File: src/rtl/core/snap_pkg.sv
// Shared types and constants of the snapshot record parser.
// Holds the result record, the queue write bundle, result and error codes,
// the magic table and the CRC-32 byte step. No dependencies.
`default_nettype none

package snap_pkg;

  localparam int unsigned MAX_VARINT_BYTES = 10;
  localparam int unsigned Q_DEPTH          = 4;
  localparam int unsigned Q_PTR_W          = $clog2(Q_DEPTH);

  localparam logic [31:0] CRC_POLY = 32'hEDB8_8320;

  localparam logic [7:0] OP_EXPIRY = 8'hFC;
  localparam logic [7:0] OP_EOF    = 8'hFF;
  localparam logic [7:0] OP_RECORD = 8'h00;
  localparam logic [7:0] VERSION   = 8'h01;

  localparam int unsigned MAGIC_LEN = 6;
  localparam logic [7:0] MAGIC [MAGIC_LEN] = '{8'h4B, 8'h56, 8'h53, 8'h4E, 8'h41, 8'h50};

  // result kinds
  localparam logic [2:0] KIND_KEY     = 3'd0;
  localparam logic [2:0] KIND_VALUE   = 3'd1;
  localparam logic [2:0] KIND_COMMIT  = 3'd2;
  localparam logic [2:0] KIND_LOAD_OK = 3'd3;
  localparam logic [2:0] KIND_LOAD_ER = 3'd4;

  // outcome codes
  localparam logic [2:0] ERR_NONE      = 3'd0;
  localparam logic [2:0] ERR_MAGIC     = 3'd1;
  localparam logic [2:0] ERR_VERSION   = 3'd2;
  localparam logic [2:0] ERR_TRUNC     = 3'd3;
  localparam logic [2:0] ERR_NEG_EXP   = 3'd4;
  localparam logic [2:0] ERR_OPCODE    = 3'd5;
  localparam logic [2:0] ERR_CHECKSUM  = 3'd6;
  localparam logic [2:0] ERR_TRAILING  = 3'd7;

  // configuration register index, taken from paddr[3]
  localparam logic CFG_IDX_NOW_TIME = 1'b0;

  typedef struct packed {
    logic [2:0]  kind;
    logic [7:0]  data;
    logic        has_expiry;
    logic [62:0] expire_time;
    logic [2:0]  error_code;
    logic        last;
  } result_t;

  typedef struct packed {
    logic [1:0] n;      // number of results written this cycle
    result_t    r0;
    result_t    r1;
  } push_t;

  // Reflected CRC-32 over one byte, pre/post inverted per step.
  function automatic logic [31:0] crc_byte(input logic [31:0] crc, input logic [7:0] b);
    logic [31:0] c;
    c = ~crc ^ {24'd0, b};
    for (int k = 0; k < 8; k++) begin
      c = c[0] ? (CRC_POLY ^ (c >> 1)) : (c >> 1);
    end
    return ~c;
  endfunction

endpackage

`default_nettype wire

File: src/rtl/core/snap_cfg.sv
// APB-style configuration register block: holds now_time.
// Depends on snap_pkg.
`default_nettype none

module snap_cfg import snap_pkg::*; (
  input  wire logic        clk,
  input  wire logic        rst_n,
  input  wire logic        psel,
  input  wire logic        penable,
  input  wire logic        pwrite,
  input  wire logic [3:0]  paddr,
  input  wire logic [63:0] pwdata,
  output logic [63:0]      prdata,
  output logic             pready,
  output logic [62:0]      now_time
);

  logic [62:0] now_time_r;
  logic        sel_now;

  assign pready  = 1'b1;
  assign sel_now = (paddr[3] == CFG_IDX_NOW_TIME);

  always_ff @(posedge clk) begin
    if (!rst_n) begin
      now_time_r <= '0;
    end else if (psel && penable && pwrite && pready && sel_now) begin
      now_time_r <= pwdata[62:0];
    end
  end

  assign prdata   = sel_now ? {1'b0, now_time_r} : 64'd0;
  assign now_time = now_time_r;

endmodule

`default_nettype wire

File: src/rtl/core/snap_parse.sv
// Byte-level parser: phase state, varint lengths, expiry, CRC and trailer.
// Produces up to two results per accepted item. Depends on snap_pkg.
`default_nettype none

module snap_parse import snap_pkg::*; (
  input  wire logic        clk,
  input  wire logic        rst_n,
  input  wire logic        accept,
  input  wire logic [7:0]  file_byte,
  input  wire logic        end_of_file,
  input  wire logic [62:0] now_time,
  output push_t            push
);

  typedef enum logic [3:0] {
    PH_MAGIC, PH_VERSION, PH_OPCODE, PH_EXPIRY, PH_OP2, PH_KEYLEN,
    PH_KEY, PH_VALLEN, PH_VAL, PH_TRAILER, PH_AFTER, PH_DONE
  } phase_t;

  localparam logic [3:0] MAX_IDX = 4'(MAX_VARINT_BYTES);

  phase_t      phase_r, phase_nxt;
  logic [3:0]  idx_r, idx_nxt;
  logic [31:0] crc_r, crc_nxt;
  logic [31:0] crc_eof_r, crc_eof_nxt;
  logic [63:0] exp_r, exp_nxt;
  logic        has_exp_r, has_exp_nxt;
  logic [63:0] len_r, len_nxt;
  logic [31:0] trl_r, trl_nxt;
  logic        keep_r, keep_nxt;
  logic [2:0]  outcome_r, outcome_nxt;

  logic [31:0] crc_new;
  logic [63:0] len_or, len_dec;
  logic [5:0]  vshift;
  logic [3:0]  idx_inc;
  logic [31:0] trl_new;
  logic        finish;
  logic [2:0]  finish_code;
  result_t     commit_res, outcome_res;
  logic [2:0]  out_code;

  assign crc_new = crc_byte(crc_r, file_byte);
  assign vshift  = 6'(7 * idx_r);
  assign len_or  = len_r | (64'(file_byte[6:0]) << vshift);
  assign len_dec = len_r - 64'd1;
  assign idx_inc = idx_r + 4'd1;
  assign trl_new = trl_r | (32'(file_byte) << {idx_r[1:0], 3'b000});

  always_comb begin
    commit_res             = '0;
    commit_res.kind        = KIND_COMMIT;
    commit_res.has_expiry  = has_exp_r;
    commit_res.expire_time = has_exp_r ? exp_r[62:0] : 63'd0;
  end

  always_comb begin
    phase_nxt   = phase_r;
    idx_nxt     = idx_r;
    crc_nxt     = crc_r;
    crc_eof_nxt = crc_eof_r;
    exp_nxt     = exp_r;
    has_exp_nxt = has_exp_r;
    len_nxt     = len_r;
    trl_nxt     = trl_r;
    keep_nxt    = keep_r;
    finish      = 1'b0;
    finish_code = ERR_NONE;
    push        = '0;

    if (phase_r == PH_DONE) begin
      // repeat the outcome
      push.n = 2'd1;
    end else if (end_of_file) begin
      finish = 1'b1;
      if (phase_r == PH_MAGIC) begin
        finish_code = ERR_MAGIC;
      end else if (phase_r == PH_AFTER) begin
        finish_code = ERR_NONE;
      end else begin
        finish_code = ERR_TRUNC;
      end
    end else begin
      crc_nxt = crc_new;
      unique case (phase_r)
        PH_MAGIC: begin
          if (idx_r >= 4'(MAGIC_LEN) || file_byte != MAGIC[idx_r[2:0]]) begin
            finish      = 1'b1;
            finish_code = ERR_MAGIC;
          end else if (idx_inc == 4'(MAGIC_LEN)) begin
            idx_nxt   = '0;
            phase_nxt = PH_VERSION;
          end else begin
            idx_nxt = idx_inc;
          end
        end
        PH_VERSION: begin
          if (file_byte != VERSION) begin
            finish      = 1'b1;
            finish_code = ERR_VERSION;
          end else begin
            phase_nxt = PH_OPCODE;
          end
        end
        PH_OPCODE: begin
          has_exp_nxt = 1'b0;
          exp_nxt     = '0;
          if (file_byte == OP_EXPIRY) begin
            idx_nxt   = '0;
            phase_nxt = PH_EXPIRY;
          end else if (file_byte == OP_EOF) begin
            crc_eof_nxt = crc_new;
            trl_nxt     = '0;
            idx_nxt     = '0;
            phase_nxt   = PH_TRAILER;
          end else if (file_byte == OP_RECORD) begin
            keep_nxt  = 1'b1;
            idx_nxt   = '0;
            len_nxt   = '0;
            phase_nxt = PH_KEYLEN;
          end else begin
            finish      = 1'b1;
            finish_code = ERR_OPCODE;
          end
        end
        PH_EXPIRY: begin
          exp_nxt = exp_r | (64'(file_byte) << {idx_r[2:0], 3'b000});
          if (idx_inc >= 4'd8) begin
            idx_nxt   = '0;
            phase_nxt = PH_OP2;
          end else begin
            idx_nxt = idx_inc;
          end
        end
        PH_OP2: begin
          if (exp_r[63]) begin
            finish      = 1'b1;
            finish_code = ERR_NEG_EXP;
          end else if (file_byte != OP_RECORD) begin
            finish      = 1'b1;
            finish_code = ERR_OPCODE;
          end else begin
            has_exp_nxt = 1'b1;
            keep_nxt    = (exp_r[62:0] > now_time);
            idx_nxt     = '0;
            len_nxt     = '0;
            phase_nxt   = PH_KEYLEN;
          end
        end
        PH_KEYLEN, PH_VALLEN: begin
          len_nxt = len_or;
          if (!file_byte[7]) begin
            idx_nxt = '0;
            if (phase_r == PH_KEYLEN) begin
              phase_nxt = (len_or != 64'd0) ? PH_KEY : PH_VALLEN;
            end else if (len_or != 64'd0) begin
              phase_nxt = PH_VAL;
            end else begin
              push.r0   = commit_res;
              push.n    = keep_r ? 2'd1 : 2'd0;
              phase_nxt = PH_OPCODE;
            end
          end else if (idx_inc >= MAX_IDX) begin
            idx_nxt     = idx_inc;
            finish      = 1'b1;
            finish_code = ERR_TRUNC;
          end else begin
            idx_nxt = idx_inc;
          end
        end
        PH_KEY: begin
          push.r0.kind = KIND_KEY;
          push.r0.data = file_byte;
          push.n       = keep_r ? 2'd1 : 2'd0;
          len_nxt      = len_dec;
          if (len_dec == 64'd0) begin
            idx_nxt   = '0;
            phase_nxt = PH_VALLEN;
          end
        end
        PH_VAL: begin
          // last value byte is followed by the commit
          push.r0.kind = KIND_VALUE;
          push.r0.data = file_byte;
          push.r1      = commit_res;
          len_nxt      = len_dec;
          if (len_dec == 64'd0) begin
            push.n    = keep_r ? 2'd2 : 2'd0;
            phase_nxt = PH_OPCODE;
          end else begin
            push.n    = keep_r ? 2'd1 : 2'd0;
          end
        end
        PH_TRAILER: begin
          trl_nxt = trl_new;
          if (idx_inc >= 4'd4) begin
            idx_nxt = '0;
            if (trl_new != crc_eof_r) begin
              finish      = 1'b1;
              finish_code = ERR_CHECKSUM;
            end else begin
              phase_nxt = PH_AFTER;
            end
          end else begin
            idx_nxt = idx_inc;
          end
        end
        PH_AFTER: begin
          finish      = 1'b1;
          finish_code = ERR_TRAILING;
        end
        default: begin
          finish      = 1'b1;
          finish_code = ERR_TRUNC;
        end
      endcase
    end

    outcome_nxt = outcome_r;
    if (finish) begin
      outcome_nxt = finish_code;
      phase_nxt   = PH_DONE;
      push.n      = 2'd1;
    end
    out_code = finish ? finish_code : outcome_r;

    outcome_res            = '0;
    outcome_res.kind       = (out_code == ERR_NONE) ? KIND_LOAD_OK : KIND_LOAD_ER;
    outcome_res.error_code = out_code;
    if (finish || phase_r == PH_DONE) begin
      push.r0 = outcome_res;
    end

    push.r0.last = (push.n == 2'd1);
    push.r1.last = 1'b1;
    if (!accept) begin
      push.n = 2'd0;
    end
  end

  always_ff @(posedge clk) begin
    if (!rst_n) begin
      phase_r   <= PH_MAGIC;
      idx_r     <= '0;
      crc_r     <= '0;
      crc_eof_r <= '0;
      exp_r     <= '0;
      has_exp_r <= 1'b0;
      len_r     <= '0;
      trl_r     <= '0;
      keep_r    <= 1'b0;
      outcome_r <= ERR_NONE;
    end else if (accept) begin
      phase_r   <= phase_nxt;
      idx_r     <= idx_nxt;
      crc_r     <= crc_nxt;
      crc_eof_r <= crc_eof_nxt;
      exp_r     <= exp_nxt;
      has_exp_r <= has_exp_nxt;
      len_r     <= len_nxt;
      trl_r     <= trl_nxt;
      keep_r    <= keep_nxt;
      outcome_r <= outcome_nxt;
    end
  end

endmodule

`default_nettype wire

File: src/rtl/core/snap_outq.sv
// Result queue: takes up to two results per cycle, hands out one.
// Depends on snap_pkg.
`default_nettype none

module snap_outq import snap_pkg::*; (
  input  wire logic clk,
  input  wire logic rst_n,
  input  push_t     push,
  output logic      room,
  output logic      out_valid,
  input  wire logic out_ready,
  output result_t   out_res
);

  localparam int unsigned CNT_W = $clog2(Q_DEPTH + 1);

  result_t             mem [Q_DEPTH];
  logic [Q_PTR_W-1:0]  wr_ptr_r, wr_ptr_nxt;
  logic [Q_PTR_W-1:0]  rd_ptr_r, rd_ptr_nxt;
  logic [CNT_W-1:0]    cnt_r, cnt_nxt;
  logic                pop;

  assign out_valid = (cnt_r != '0);
  assign out_res   = mem[rd_ptr_r];
  assign pop       = out_valid && out_ready;
  // keep space for the worst-case two results of the next item
  assign room      = (cnt_r <= CNT_W'(Q_DEPTH - 2));

  always_comb begin
    wr_ptr_nxt = wr_ptr_r + Q_PTR_W'(push.n);
    rd_ptr_nxt = rd_ptr_r + Q_PTR_W'(pop);
    cnt_nxt    = cnt_r + CNT_W'(push.n) - CNT_W'(pop);
  end

  always_ff @(posedge clk) begin
    if (push.n != 2'd0) begin
      mem[wr_ptr_r] <= push.r0;
    end
    if (push.n == 2'd2) begin
      mem[wr_ptr_r + Q_PTR_W'(1)] <= push.r1;
    end
  end

  always_ff @(posedge clk) begin
    if (!rst_n) begin
      wr_ptr_r <= '0;
      rd_ptr_r <= '0;
      cnt_r    <= '0;
    end else begin
      wr_ptr_r <= wr_ptr_nxt;
      rd_ptr_r <= rd_ptr_nxt;
      cnt_r    <= cnt_nxt;
    end
  end

endmodule

`default_nettype wire

File: src/rtl/core/snapshot_record_parser.sv
// Top level of the snapshot record parser: configuration port, parser and
// result queue. Depends on snap_pkg, snap_cfg, snap_parse, snap_outq.
//
//  channel | dir | handshake              | payload
//  in_     | in  | in_tvalid / in_tready  | tdata file_byte, tuser end_of_file
//  out_    | out | out_tvalid / out_tready| tdata, tuser result_kind, tlast
//  cfg_    | in  | APB psel/penable       | now_time at byte address 0
//
// One item is taken per cycle; its results are written to a four-entry queue
// in the same cycle and leave one per cycle from the next. in_tready drops while
// the queue holds more than two results, so a stalled output holds off the input
// after two items that make two results each, or three that make one each.
// Reset is synchronous; no clearing pass follows.
`default_nettype none

module snapshot_record_parser import snap_pkg::*; (
  input  wire logic        clk,
  input  wire logic        rst_n,
  input  wire logic        in_tvalid,
  output logic             in_tready,
  input  wire logic [7:0]  in_tdata,   // [7:0] file_byte
  input  wire logic        in_tuser,   // [0] end_of_file
  output logic             out_tvalid,
  input  wire logic        out_tready,
  output logic [79:0]      out_tdata,  // [7:0] data_byte, [8] has_expiry,
                                       // [71:9] expire_time, [74:72] error_code
  output logic [2:0]       out_tuser,  // [2:0] result_kind
  output logic             out_tlast,
  input  wire logic        cfg_psel,
  input  wire logic        cfg_penable,
  input  wire logic        cfg_pwrite,
  input  wire logic [3:0]  cfg_paddr,
  input  wire logic [63:0] cfg_pwdata,
  output logic [63:0]      cfg_prdata,
  output logic             cfg_pready
);

  logic [62:0] now_time;
  logic        accept;
  push_t       push;
  result_t     res;

  snap_cfg u_cfg (
    .clk      (clk),
    .rst_n    (rst_n),
    .psel     (cfg_psel),
    .penable  (cfg_penable),
    .pwrite   (cfg_pwrite),
    .paddr    (cfg_paddr),
    .pwdata   (cfg_pwdata),
    .prdata   (cfg_prdata),
    .pready   (cfg_pready),
    .now_time (now_time)
  );

  assign accept = in_tvalid && in_tready;

  snap_parse u_parse (
    .clk         (clk),
    .rst_n       (rst_n),
    .accept      (accept),
    .file_byte   (in_tdata),
    .end_of_file (in_tuser),
    .now_time    (now_time),
    .push        (push)
  );

  snap_outq u_outq (
    .clk       (clk),
    .rst_n     (rst_n),
    .push      (push),
    .room      (in_tready),
    .out_valid (out_tvalid),
    .out_ready (out_tready),
    .out_res   (res)
  );

  assign out_tdata = {5'd0, res.error_code, res.expire_time, res.has_expiry, res.data};
  assign out_tuser = res.kind;
  assign out_tlast = res.last;

endmodule

`default_nettype wire

File: config.mk
export PLATFORM = sky130hd
export DESIGN_NAME = snapshot_record_parser
export DESIGN_NICKNAME = d
export VERILOG_FILES = /design/src/rtl/core/snap_pkg.sv /design/src/rtl/core/snap_cfg.sv /design/src/rtl/core/snap_parse.sv /design/src/rtl/core/snap_outq.sv /design/src/rtl/core/snapshot_record_parser.sv
export SDC_FILE = /design/constraint.sdc
export NUM_CORES = 1
export LEC_CHECK = 0
export ABC_AREA = 1
export BUFFER_PORTS_ARGS = -buffer_cell sky130_fd_sc_hd__buf_2
export CORE_ASPECT_RATIO = 0.7
export CORE_MARGIN = 5
export CORE_UTILIZATION = 60
export CTS_CLUSTER_SIZE = 25
export DETAILED_ROUTE_END_ITERATION = 8
export PLACE_DENSITY_LB_ADDON = 0.05
export SYNTH_ARGS = -nofsm -noshare
export SYNTH_HDL_FRONTEND = slang
export SYNTH_SLANG_ARGS = --single-unit
export TNS_END_PERCENT = 100
File: constraint.sdc
create_clock -name clk -period 10.5 [get_ports clk]
set_input_delay 0.525 -clock clk [delete_from_list [all_inputs] [get_ports clk]]
set_output_delay 0.525 -clock clk [all_outputs]
set_load 0.1 [all_outputs]
==> results.md <==
- Register-to-Register Setup Slack: 2.61 ns
- Routed vias/inst: 6.03
- Type of the worst setup path: register to register
- Max Root-Sink Buffers: 3
- Die W: 298 um
- # IOs: 235
- Register area share after synthesis: 43.1%
- Worst vdd ir: 0.442 mV
- Post-synth EDFFs: 260
- Die height: 212 um
- Drt pass-1 iters: 9
- CP max FO: 79
- Reg-to-reg critical path startpoint: u_parse.idx_r[1]$_SDFFE_PN0P_
- Final-layout fill cell count: 5,264
- Drt wl/cell: 21.7 um
- Crit-path max cell delay: 1.05 ns
- Yosys top cell area share: 22.3%
- Slew HR: 18.5%
- Initial Util: 60.3%
- CP startpoint: u_parse.idx_r[1]$_SDFFE_PN0P_
- Num CTS Buffers: 60
- Gate Count Post-Synth: 4,834
- Number of core rows: 74
- Total GRT Usage: 37.6%
- Placed inst area: 0.0362 sq mm
- Post-CTS Resized: 0
- DR DRC count: 0
- CP arrival: 8.20 ns
- Register bit total from synthesis: 623
- Clk_lat worst skew: 0.67 ns
- Crit start category: register
- TritonCTS clock tree: built
- First-pass GRT wire length: 185 mm
- Final worst slack: 2.61 ns
- IO buf count: 223
- Final min period: 7.89 ns
- Hold Path Class: primary input to register
- Gpl congestion: 1.03
- Yosys top cell by area: edfxtp_1
- Routed wire length: 124 mm
- Critical Path End Type: register
- Share of cells above drive strength 1: 8.70%
- Vias in the first global route: 30,600
- Die Area: 0.0632 sq mm
- Asr flop ratio synth: 0%
- Final Hold Fails: 0
- Cell variety after synth: 57
- Worst-path clk slew: 0.07 ns
- CP Data Required Time: 10.82 ns
- Slowest stage cell on the critical path: dfxtp_1
- Main area contributors after synthesis: edfxtp_1 22%, dfxtp_1 21%, nand2_1 11%
- Final antenna-violating net count: 0
- Max_cap viols: 0
- Initial drt markers: 4,819
- Top cells by count, synth: 997 x nand2_1, 783 x nor2_1, 549 x o21ai_0, 486 x inv_1, 363 x dfxtp_1
- Max-slew violations: 0
- Final nets: 5,060
- Grt ovf: 0
- Initial antenna violation count: 3
- Area of the mapped netlist: 0.0349 sq mm
- Fmax: 127 MHz
- Via count: 34,400
- Area delta synth->final: 9.09%
- Post-route design area: 0.0381 sq mm
- Dominant synthesized flop cell: dfxtp_1
- Clock H-tree levels: 2
- Final setup fails: 0
- Power per Cell Area: 317 mW/mm^2
- Core area: 0.0580 sq mm
- Pin count of the biggest net entering global routing: 110
- Fin Setup TNS: 0 ns
- Postcts setup bufs: 0
- Min-delay src: cfg_pwdata[46]
- Crit-path cells: fa_1 > ha_1 > fa_1 > inv_1 > nand4_1 > o21ai_1 > nand3_1 > nand2_1 > nor2_1 > nand2_1 > nor2_1 > nand2_1 > nor2_1 > nand3_1 > nand3_2 > nand3_2 > nand2_4 > nand2_2 > nand2_4 > buf_4
- Yosys Warn Count: 0
- # clock sinks: 623
- CTS hold repair buffers: 0
- Pre-CTS WS: 2.89 ns
- Worst-Margin Slew: 1.21 ns
- Clock Root Buffer: clkbuf_16
- Most frequent cell after synthesis: nand2_1
- Final HPWL DP: 83.3 mm
- Leak pwr: 16.2 nW
- Clock skew: 0.0526 ns
- RSZ-0062 raised after global routing: no
- Syn_area_per_cell: 7.23 sq um
- Status: finished, final reports clean
- Tcrit/Tclk final: 75.1%
==> logic make-up (layout without fill, tap and decap cells) <==
kind of cell / after synthesis / in the layout / share of synthesized area, %
AND/OR/NAND/NOR: 2104 / 2104 / 24.4
AO/OA/AOI/OAI: 1131 / 1131 / 17.6
buffers and inverters: 779 / 881 / 8.89
flip-flops: 623 / 623 / 43.1
XOR/XNOR: 108 / 108 / 2.75
adder cells (fa/ha/maj): 86 / 86 / 3.19
other: 2 / 8 / 0.0215
multiplexers: 1 / 1 / 0.0287
==> final timing paths <==
check,to,depth (start not counted)
min reg2reg,u_parse.trl_r[21]$_SDFFE_PN0P_,2
max,u_outq.mem[1][39]$_DFFE_PP_,20
max reg2reg,u_outq.mem[1][39]$_DFFE_PP_,20
min,u_cfg.now_time[46]$_SDFFE_PN0P_,3
==> critical path, delay by kind of cell, from the launching register on <==
family | cells | cell delay, ns
AO/OA/AOI/OAI | 1 | 0.33
adder cells (fa/ha/maj) | 3 | 1.74
buffers and inverters | 2 | 1.06
flip-flops | 1 | 1.05
AND/OR/NAND/NOR | 14 | 3.27
==> report_power, final <==
group          internal [mW]  total, mW  switching [mW]
clock                   1.19       2.20            1.01
sequential              2.88       3.09           0.210
combinational           1.36       6.81            5.45
total                   5.42       12.1            6.67
==> routing by layer <==
metal  vias up  wire [um]  track usage [%]
li1      16100          -                -
met1     15800      52600             56.8
met2      2275      47600             49.8
met3       215      20100             14.6
met4         6       3420             10.1
met5         -        154             1.34
==> layout make-up <==
type,count,area [sq um],area share (%)
Tap cell,760,951,2.50
Antenna cell,1,2.50,0.00657
Clock buffer,89,1670,4.39
Multi-Input combinational cell,3437,16800,44.2
Sequential cell,623,15100,39.6
Inverter,507,1910,5.02
Timing Repair Buffer,261,1400,3.68
Clock inverter,24,262,0.686
==> metrics by stage <==
stage          total power, mW  util, %  instances  hold WS (ns)
2_1_floorplan             7.92        -       4839         0.431
5_1_grt                   12.6     65.8       5702         0.150
4_1_cts                   11.8     65.7       5701         0.118
6_report                  12.1     65.8       5702         0.138
3_5_place_dp              9.67     62.4       5588         0.450
3_3_place_gp              9.65     62.4       5588         0.445
==> registers in the layout (all words and copies together) (netlist names) <==
signal / cells
u_parse.crc_eof_r: 32
u_parse.has_exp_r: 1
u_parse.crc_r: 32
u_parse.trl_r: 32
u_outq.mem: 316
u_outq.wr_ptr_r: 2
u_outq.cnt_r: 3
u_parse.idx_r: 4
u_parse.phase_r: 4
u_parse.len_r: 64
u_cfg.now_time: 63
u_parse.exp_r: 64
u_parse.keep_r: 1
u_parse.outcome_r: 3
u_outq.rd_ptr_r: 2
==> placed cells by master, fill, tap and decap left out, types with 25 or more instances in the layout <==
| cell type | count |
|---|---|
| inv_1 | 483 |
| nand2_1 | 994 |
| nor2_1 | 779 |
| edfxtp_1 | 260 |
| ha_1 | 81 |
| o21ai_1 | 38 |
| a221oi_1 | 41 |
| dfxtp_1 | 361 |
| xor2_1 | 81 |
| a21oi_1 | 339 |
| nand4_1 | 35 |
| o21ai_0 | 548 |
| nand3_1 | 200 |
| clkbuf_16 | 61 |
| xnor2_1 | 25 |
| a211oi_1 | 34 |
| o22ai_1 | 82 |
| buf_4 | 39 |
| nor3_1 | 31 |
| buf_2 | 222 |
Note: power is estimated with default switching activity, not from simulation.
